[src/sv/spq_pkg.sv]
// Shared types, codes and constants for the stable priority queue.
package spq_pkg;

  // Widths of the request and result fields.
  localparam int unsigned ValueW  = 32;
  localparam int unsigned PrioW   = 16;
  localparam int unsigned OpW     = 3;
  localparam int unsigned StatusW = 2;
  localparam int unsigned OccW    = 5;

  // Default number of cells in the chain.
  localparam int unsigned DefCapacity = 16;

  // Operation codes carried in the request.
  typedef enum logic [OpW-1:0] {
    OP_INSERT    = 3'd0,
    OP_POP       = 3'd1,
    OP_PEEK      = 3'd2,
    OP_EDIT      = 3'd3,
    OP_DROP_EVEN = 3'd4,
    OP_DROP_ODD  = 3'd5
  } op_e;

  // Result status codes.
  typedef enum logic [StatusW-1:0] {
    STAT_OK    = 2'd0,
    STAT_EMPTY = 2'd1,
    STAT_FULL  = 2'd2
  } status_e;

  // Command broadcast from the controller to every cell.
  typedef enum logic [2:0] {
    CELL_HOLD    = 3'd0,
    CELL_INSERT  = 3'd1,
    CELL_SHIFT   = 3'd2,
    CELL_EDIT    = 3'd3,
    CELL_MARK    = 3'd4,
    CELL_COMPACT = 3'd5
  } cell_op_e;

  typedef struct packed {
    cell_op_e                   code;
    logic signed [ValueW-1:0]   value;
    logic        [PrioW-1:0]    prio;
    logic                       keep_odd;
  } cell_cmd_t;

  // Controller states.
  typedef enum logic [1:0] {
    ST_IDLE   = 2'b01,
    ST_FILTER = 2'b10
  } state_e;

endpackage

[src/sv/spq_cell.sv]
// One slot of the sorted chain: holds an entry and trades it with its neighbors.
module spq_cell (
  input  logic                                 clk_i,
  input  logic                                 rst_ni,
  input  spq_pkg::cell_cmd_t                   cmd_i,
  input  logic                                 head_i,
  input  logic                                 left_valid_i,
  input  logic                                 left_keep_i,
  input  logic signed [spq_pkg::ValueW-1:0]    left_value_i,
  input  logic        [spq_pkg::PrioW-1:0]     left_prio_i,
  input  logic                                 right_valid_i,
  input  logic signed [spq_pkg::ValueW-1:0]    right_value_i,
  input  logic        [spq_pkg::PrioW-1:0]     right_prio_i,
  output logic signed [spq_pkg::ValueW-1:0]    value_o,
  output logic        [spq_pkg::PrioW-1:0]     prio_o,
  output logic                                 valid_o,
  output logic                                 keep_o
);
  import spq_pkg::*;

  logic signed [ValueW-1:0] value_q, value_d;
  logic        [PrioW-1:0]  prio_q, prio_d;
  logic                     valid_q, valid_d;
  logic                     keep;

  // An entry stays put on insert when it sorts at or before the new one.
  assign keep = valid_q && (prio_q <= cmd_i.prio);

  // Next entry of this slot.
  always_comb begin
    value_d = value_q;
    prio_d  = prio_q;
    valid_d = valid_q;
    unique case (cmd_i.code)
      CELL_INSERT: begin
        if (!keep) begin
          if (left_keep_i) begin
            value_d = cmd_i.value;
            prio_d  = cmd_i.prio;
            valid_d = 1'b1;
          end else begin
            value_d = left_value_i;
            prio_d  = left_prio_i;
            valid_d = left_valid_i;
          end
        end
      end
      CELL_SHIFT: begin
        value_d = right_value_i;
        prio_d  = right_prio_i;
        valid_d = right_valid_i;
      end
      CELL_EDIT: begin
        if (head_i) begin
          value_d = cmd_i.value;
        end
      end
      CELL_MARK: begin
        valid_d = valid_q && (value_q[0] == cmd_i.keep_odd);
      end
      CELL_COMPACT: begin
        // A hole pulls in a live right neighbor; a live entry behind a hole leaves.
        if (!valid_q && right_valid_i) begin
          value_d = right_value_i;
          prio_d  = right_prio_i;
          valid_d = 1'b1;
        end else if (valid_q && !left_valid_i) begin
          valid_d = 1'b0;
        end
      end
      default: begin
      end
    endcase
  end

  // Occupancy flag.
  always_ff @(posedge clk_i or negedge rst_ni) begin
    if (!rst_ni) begin
      valid_q <= 1'b0;
    end else begin
      valid_q <= valid_d;
    end
  end

  // Entry payload.
  always_ff @(posedge clk_i) begin
    value_q <= value_d;
    prio_q  <= prio_d;
  end

  assign value_o = value_q;
  assign prio_o  = prio_q;
  assign valid_o = valid_q;
  assign keep_o  = keep;

endmodule

[src/sv/stable_priority_queue_unit.sv]
// Stable priority queue built as a chain of sorted cells with a small controller.
//
// Channel  | Direction | Handshake             | Payload
// s_axis   | in        | tvalid/tready         | tuser: operation; tdata: value, priority
// m_axis   | out       | tvalid/tready         | tuser: status; tdata: head value, occupancy
//
// Insert, pop, peek, edit and unused codes complete on acceptance: every cell moves in the
// same clock edge. The two filters first mark entries, then compact the chain toward
// the head and finally load the result once the result register is free, so the
// input stays closed until that result is loaded.
// A request is taken only while no filter is running and the result register is
// free or being emptied. Reset clears every valid bit; entry payload is not reset.
module stable_priority_queue_unit #(
  parameter int unsigned CAPACITY = spq_pkg::DefCapacity
) (
  input  logic        clk_i,
  input  logic        rst_ni,
  input  logic        s_axis_tvalid_i,
  output logic        s_axis_tready_o,
  input  logic [47:0] s_axis_tdata_i,   // [31:0] item_value, [47:32] item_priority
  input  logic [2:0]  s_axis_tuser_i,   // [2:0] operation
  output logic        m_axis_tvalid_o,
  input  logic        m_axis_tready_i,
  output logic [39:0] m_axis_tdata_o,   // [31:0] head_value, [36:32] occupancy, zero above
  output logic [1:0]  m_axis_tuser_o    // [1:0] status
);
  import spq_pkg::*;

  localparam int unsigned CntW = $clog2(CAPACITY + 1);

  // Cell chain signals.
  logic signed [ValueW-1:0] cell_value [CAPACITY];
  logic        [PrioW-1:0]  cell_prio  [CAPACITY];
  logic                     cell_valid [CAPACITY];
  logic                     cell_keep  [CAPACITY];
  cell_cmd_t                cmd;

  state_e               state_q, state_d;
  logic [CntW-1:0]      count_q, count_d;
  logic                 out_valid_q;
  logic signed [ValueW-1:0] out_head_q, res_head;
  status_e              out_status_q, res_status;
  logic [OccW-1:0]      out_occ_q;
  logic                 res_load;
  logic                 out_free;
  logic                 accept;
  op_e                  op;
  logic                 gap_found;
  logic [CntW-1:0]      filt_count;

  assign out_free        = !out_valid_q || m_axis_tready_i;
  assign s_axis_tready_o = (state_q == ST_IDLE) && out_free;
  assign accept          = s_axis_tvalid_i && s_axis_tready_o;
  assign op              = op_e'(s_axis_tuser_i);

  // The chain of cells.
  for (genvar g = 0; g < CAPACITY; g++) begin : g_cell
    logic                     l_valid, l_keep, r_valid;
    logic signed [ValueW-1:0] l_value, r_value;
    logic        [PrioW-1:0]  l_prio, r_prio;

    if (g == 0) begin : g_first
      assign l_valid = 1'b1;
      assign l_keep  = 1'b1;
      assign l_value = '0;
      assign l_prio  = '0;
    end else begin : g_mid
      assign l_valid = cell_valid[g-1];
      assign l_keep  = cell_keep[g-1];
      assign l_value = cell_value[g-1];
      assign l_prio  = cell_prio[g-1];
    end

    if (g == CAPACITY - 1) begin : g_last
      assign r_valid = 1'b0;
      assign r_value = '0;
      assign r_prio  = '0;
    end else begin : g_inner
      assign r_valid = cell_valid[g+1];
      assign r_value = cell_value[g+1];
      assign r_prio  = cell_prio[g+1];
    end

    spq_cell u_cell (
      .clk_i         (clk_i),
      .rst_ni        (rst_ni),
      .cmd_i         (cmd),
      .head_i        (g == 0),
      .left_valid_i  (l_valid),
      .left_keep_i   (l_keep),
      .left_value_i  (l_value),
      .left_prio_i   (l_prio),
      .right_valid_i (r_valid),
      .right_value_i (r_value),
      .right_prio_i  (r_prio),
      .value_o       (cell_value[g]),
      .prio_o        (cell_prio[g]),
      .valid_o       (cell_valid[g]),
      .keep_o        (cell_keep[g])
    );
  end

  // Compaction is finished once no hole sits in front of a live entry;
  // the end of the live run then gives the count.
  always_comb begin
    gap_found  = 1'b0;
    filt_count = '0;
    for (int i = 0; i < CAPACITY - 1; i++) begin
      if (!cell_valid[i] && cell_valid[i+1]) begin
        gap_found = 1'b1;
      end
    end
    for (int i = 0; i < CAPACITY; i++) begin
      if (cell_valid[i] && ((i == CAPACITY - 1) || !cell_valid[(i + 1) % CAPACITY])) begin
        filt_count = filt_count | CntW'(i + 1);
      end
    end
  end

  // Controller: decode the request and drive the chain.
  always_comb begin
    cmd.code     = CELL_HOLD;
    cmd.value    = s_axis_tdata_i[31:0];
    cmd.prio     = s_axis_tdata_i[47:32];
    cmd.keep_odd = (op == OP_DROP_EVEN);
    count_d      = count_q;
    state_d      = state_q;
    res_load     = 1'b0;
    res_head     = '0;
    res_status   = STAT_OK;
    unique case (state_q)
      ST_IDLE: begin
        if (accept) begin
          unique case (op)
            OP_INSERT: begin
              res_load = 1'b1;
              if (count_q == CntW'(CAPACITY)) begin
                res_status = STAT_FULL;
              end else begin
                cmd.code = CELL_INSERT;
                count_d  = count_q + 1'b1;
              end
            end
            OP_POP: begin
              res_load = 1'b1;
              if (count_q == '0) begin
                res_status = STAT_EMPTY;
              end else begin
                res_head = cell_value[0];
                cmd.code = CELL_SHIFT;
                count_d  = count_q - 1'b1;
              end
            end
            OP_PEEK: begin
              res_load = 1'b1;
              if (count_q == '0) begin
                res_status = STAT_EMPTY;
              end else begin
                res_head = cell_value[0];
              end
            end
            OP_EDIT: begin
              res_load = 1'b1;
              if (count_q == '0) begin
                res_status = STAT_EMPTY;
              end else begin
                cmd.code = CELL_EDIT;
              end
            end
            OP_DROP_EVEN, OP_DROP_ODD: begin
              cmd.code = CELL_MARK;
              state_d  = ST_FILTER;
            end
            default: begin
              res_load = 1'b1;
            end
          endcase
        end
      end
      ST_FILTER: begin
        cmd.code = CELL_COMPACT;
        if (!gap_found && out_free) begin
          count_d  = filt_count;
          res_load = 1'b1;
          state_d  = ST_IDLE;
        end
      end
      default: begin
        state_d = ST_IDLE;
      end
    endcase
  end

  // Control registers.
  always_ff @(posedge clk_i or negedge rst_ni) begin
    if (!rst_ni) begin
      state_q     <= ST_IDLE;
      count_q     <= '0;
      out_valid_q <= 1'b0;
    end else begin
      state_q <= state_d;
      count_q <= count_d;
      if (res_load) begin
        out_valid_q <= 1'b1;
      end else if (m_axis_tready_i) begin
        out_valid_q <= 1'b0;
      end
    end
  end

  // Result register.
  always_ff @(posedge clk_i) begin
    if (res_load) begin
      out_head_q   <= res_head;
      out_status_q <= res_status;
      out_occ_q    <= OccW'(count_d);
    end
  end

  assign m_axis_tvalid_o = out_valid_q;
  assign m_axis_tdata_o  = {3'b000, out_occ_q, out_head_q};
  assign m_axis_tuser_o  = out_status_q;

endmodule
[config.mk]
export PLATFORM = sky130hd
export DESIGN_NAME = stable_priority_queue_unit
export DESIGN_NICKNAME = d
export VERILOG_FILES = /design/src/sv/spq_pkg.sv /design/src/sv/spq_cell.sv /design/src/sv/stable_priority_queue_unit.sv
export SDC_FILE = /design/constraint.sdc
export NUM_CORES = 2
export LEC_CHECK = 0
export BUFFER_PORTS_ARGS = -buffer_cell sky130_fd_sc_hd__buf_4
export CORE_MARGIN = 5
export CORE_UTILIZATION = 60
export DETAILED_ROUTE_END_ITERATION = 6
export HOLD_SLACK_MARGIN = 0.03
export PLACE_DENSITY = 0.77
export SYNTH_ARGS = -nofsm -noshare
export SYNTH_HDL_FRONTEND = slang
export SYNTH_SLANG_ARGS = --single-unit
[constraint.sdc]
create_clock -name clk_i -period 9 [get_ports clk_i]
set_input_delay 0.9 -clock clk_i [delete_from_list [all_inputs] [get_ports clk_i]]
set_output_delay 0.9 -clock clk_i [all_outputs]
set_load 0.02 [all_outputs]
==> impl_results.md <==
- Cells after synthesis: 4522
- RSZ-0062 raised after global routing: false
- Post-CTS Setup Inserts: 0
- Initial antenna violation count: 5
- Largest net degree at the start of global routing: about 250
- Pre-CTS WS: 3590 ps
- XOR/XNOR Fraction of Synth Area: 0.382%
- Drt via density: 6.46
- CTS tree: built
- HPWL after detailed placement: between 80 and 90 mm
- Critical Path Sink Type: flip-flop
- Worst setup path class: reg -> reg
- Synth Flop Type: edfxtp_1
- Final WS setup: 3790 ps
- Crit path largest cell delay: 820 ps
- Share of the synthesized area in the top cell type: about 50%
- Ys Warns: 0
- Synth-to-Final Area Change: 8.95%
- Die Width: 293 µm
- H-tree levels: 3
- Most used cell, CP: buf_4
- DRT Pass-1 Iters: 6
- Synthesized area: 48200 µm²
- Pleak: roughly 20 nW
- IO Pins: 99
- Post-route ant nets: 0
- Outcome: complete, no violations
- Port Buffers: 95
- FMAX: roughly 190 MHz
- Post-synth EDFFs: 807
- Layout cell share with drive strength beyond 1: 7.63%
- CP max FO: just under 60
- Iter 0 DRT Violations: 4417
- R2R Path End: g_cell[12].u_cell.prio_o[6]$_DFFE_PP_
- Post-Synth Adder-Cell Area: 6.78%
- CTS Hold Bufs: 0
- CTS Buf Count: 90
- Vias in the first global route: ~35000
- Cell variety after synth: 73
- Mux contribution to synthesized area: a little over an eighth
- Register area share after synthesis: 51.6%
- CP max-delay cell: a211oi_4
- Asr flop ratio synth: 2.89%
- Layout Skew: 44.9 ps
- Initial cell density of the core: around three fifths
- DR WL/cell: 25.3 µm
- PD cells: about 280 nW/µm²
- Clock Pin Slew Worst Setup and Hold Paths: 60 ps
- Via count: around 36000
- Gpl congestion: about 1.0
- CP bufs+invs: 2
- Crit Reg-Reg Startpoint: state_q[0]$_DFFE_PN1P_
- Tmin final: 5210 ps
- Kind of start point of the critical path: flip-flop
- Largest family of logic cells by synthesized area: multiplexers
- Core area: 80000 µm²
- Clock sink count: roughly 830
- Period utilization: slightly below 60%
- First-pass GRT wire length: 212 mm
- Clk_lat worst skew: 670 ps
- # DRC: 0
- Cells on worst reg2reg path: 8
- Commonest non-fill, non-tap cell in the layout: nand2_1
- R2R setup slack: 3790 ps
- WL final: 141 mm
- Avg Cell Area, Syn: roughly 11 µm²
- Post_cts resized: 0
- Hold WC Path Type: in -> async
- Crit-path leading delay family: buffers and inverters
- Fillers: 6106
- Top cells by area, synth: edfxtp_1, mux2i_1, ha_1, nand2_1, o21ai_1
- CP required: between 9000 and 10000 ps
- # rows: 104
- CTS Root Cell: clkbuf_16
- GRT Resource Usage Total: 31.8%
- Die height: 293 µm
- Count of final hold-check violations: 0
- Setup-failing EPs final: 0
- TNS Setup: 0 ps
- Crit path cell chain: ha_1 > nand2_1 > nor4_2 > and3_2 > buf_4 > a21oi_4 > a211oi_4 > buf_4
- Slew Viols, Final: 0
- Commonest non-fill, non-tap cells in the layout: nand2_1, edfxtp_1, mux2i_1
- CP Data Arrival Time: 5470 ps
- Synth Register Bits: 831
- Max-slew headroom: 15.6%
- Yosys top cell by area: edfxtp_1
- Max IR drop VDD: 0.185 mV
- Post-Route Utilization: 65.6%
- Total congestion overflow: 0
- Post-synthesis compound-gate area fraction: roughly an eighth
- Die area: about 86000 µm²
- Worst Tran Pin Value: 1260 ps
- Synth Area in Simple Gates: 11.2%
- Final nets: 4753
- CTS Buffer Depth: 3
- Max cap viols: 0
==> flip-flops by register name, summed over array words and instances (netlist names) <==
signal                 flops
count_q                    5
g_cell.u_cell.prio_o     256
g_cell.u_cell.valid_o     16
g_cell.u_cell.value_o    512
m_axis_tuser_o             2
m_axis_tvalid_o            1
out_head_q                32
out_occ_q                  5
state_q                    2
==> Yosys cell counts (all sizes together), types with 10 or more instances <==
library cell and instances:
buf 133, ha 261, nand4 48, nor3 17, nand2 864, and2 40, nor2 169, mux2i 659
xnor2 20, o211ai 10, a221oi 20, inv 61, clkbuf 206, nand2b 25, nand3 26, dfrtp 23
a211oi 17, o21ai 683, a22oi 10, and3 10, edfxtp 807, a21o 43, nor2b 24, a21oi 214
==> cells by family after synthesis <==
| family | count (synthesis) |
|---|---|
| DFF | 831 |
| muxes | 659 |
| and+or+nand+nor | 1268 |
| other | 1 |
| buffers and inverters | 400 |
| adders and majority gates | 261 |
| xor gates and xnor gates | 21 |
| AOI/OAI and AO/OA | 1081 |
==> per-stage QoR <==
step                instance area, µm²  total power [mW]  instances  hold WS [ps]
floorplan                        48200              9.35       4524           496
global placement                 49500              10.9       5405           500
detailed placement               49500              11.1       5405           513
CTS                              52500              14.8       5571           149
global route                     52500              15.5       5573           167
finish                           52500              14.9       5576           152
==> report_power, final <==
group	switching, mW	internal, mW
Sequential	0.554	5.42
Combinational	3.30	1.85
Clock	1.61	2.15
==> cell type report <==
class                           instances  area (µm²)  area share (%)
Sequential cell                       831       24800            47.3
Multi-Input combinational cell       3293       21800            41.6
Clock buffer                          112        2380            4.53
Tap cell                             1060        1330            2.53
Timing Repair Buffer                  160        1280            2.43
Clock inverter                         54         576            1.10
Inverter                               61         229           0.436
Antenna cell                            5        12.5          0.0238
==> worst max-delay path by stage <==
stage,startpoint,cells past startpoint,slack [ps],end
2_1_floorplan,s_axis_tdata_i[46],10,1780,g_cell[7].u_cell.prio_o[0]$_DFFE_PP_
3_3_place_gp,s_axis_tdata_i[42],12,3670,g_cell[3].u_cell.value_o[19]$_DFFE_PP_
3_5_place_dp,s_axis_tdata_i[42],12,3590,g_cell[3].u_cell.value_o[23]$_DFFE_PP_
4_1_cts,state_q[0]$_DFFE_PN1P_,8,3850,g_cell[14].u_cell.prio_o[7]$_DFFE_PP_
5_1_grt,state_q[0]$_DFFE_PN1P_,9,3590,g_cell[8].u_cell.value_o[28]$_DFFE_PP_
6_report,state_q[0]$_DFFE_PN1P_,8,3790,g_cell[12].u_cell.prio_o[6]$_DFFE_PP_
==> worst register-to-register path, cell delays in order (launching register included) <==
cell,delay (ps)
dfstp_2,540
ha_1,250
nand2_1,210
nor4_2,740
and3_2,330
buf_4,700
a21oi_4,380
a211oi_4,830
buf_4,800
==> layer usage <==
layer  GRT usage (%)  part of all wire (%)  wire, µm  up-vias
met3            5.10                   9.4     13300      438
met2            48.9                    44     62700     1874
met4            14.6                   5.4      7660        2
met1            44.8                    41     57300    17279
met5               0                0.0071        10        -
li1                -                     -         -    16406
Power figures use the tool's default switching activity.
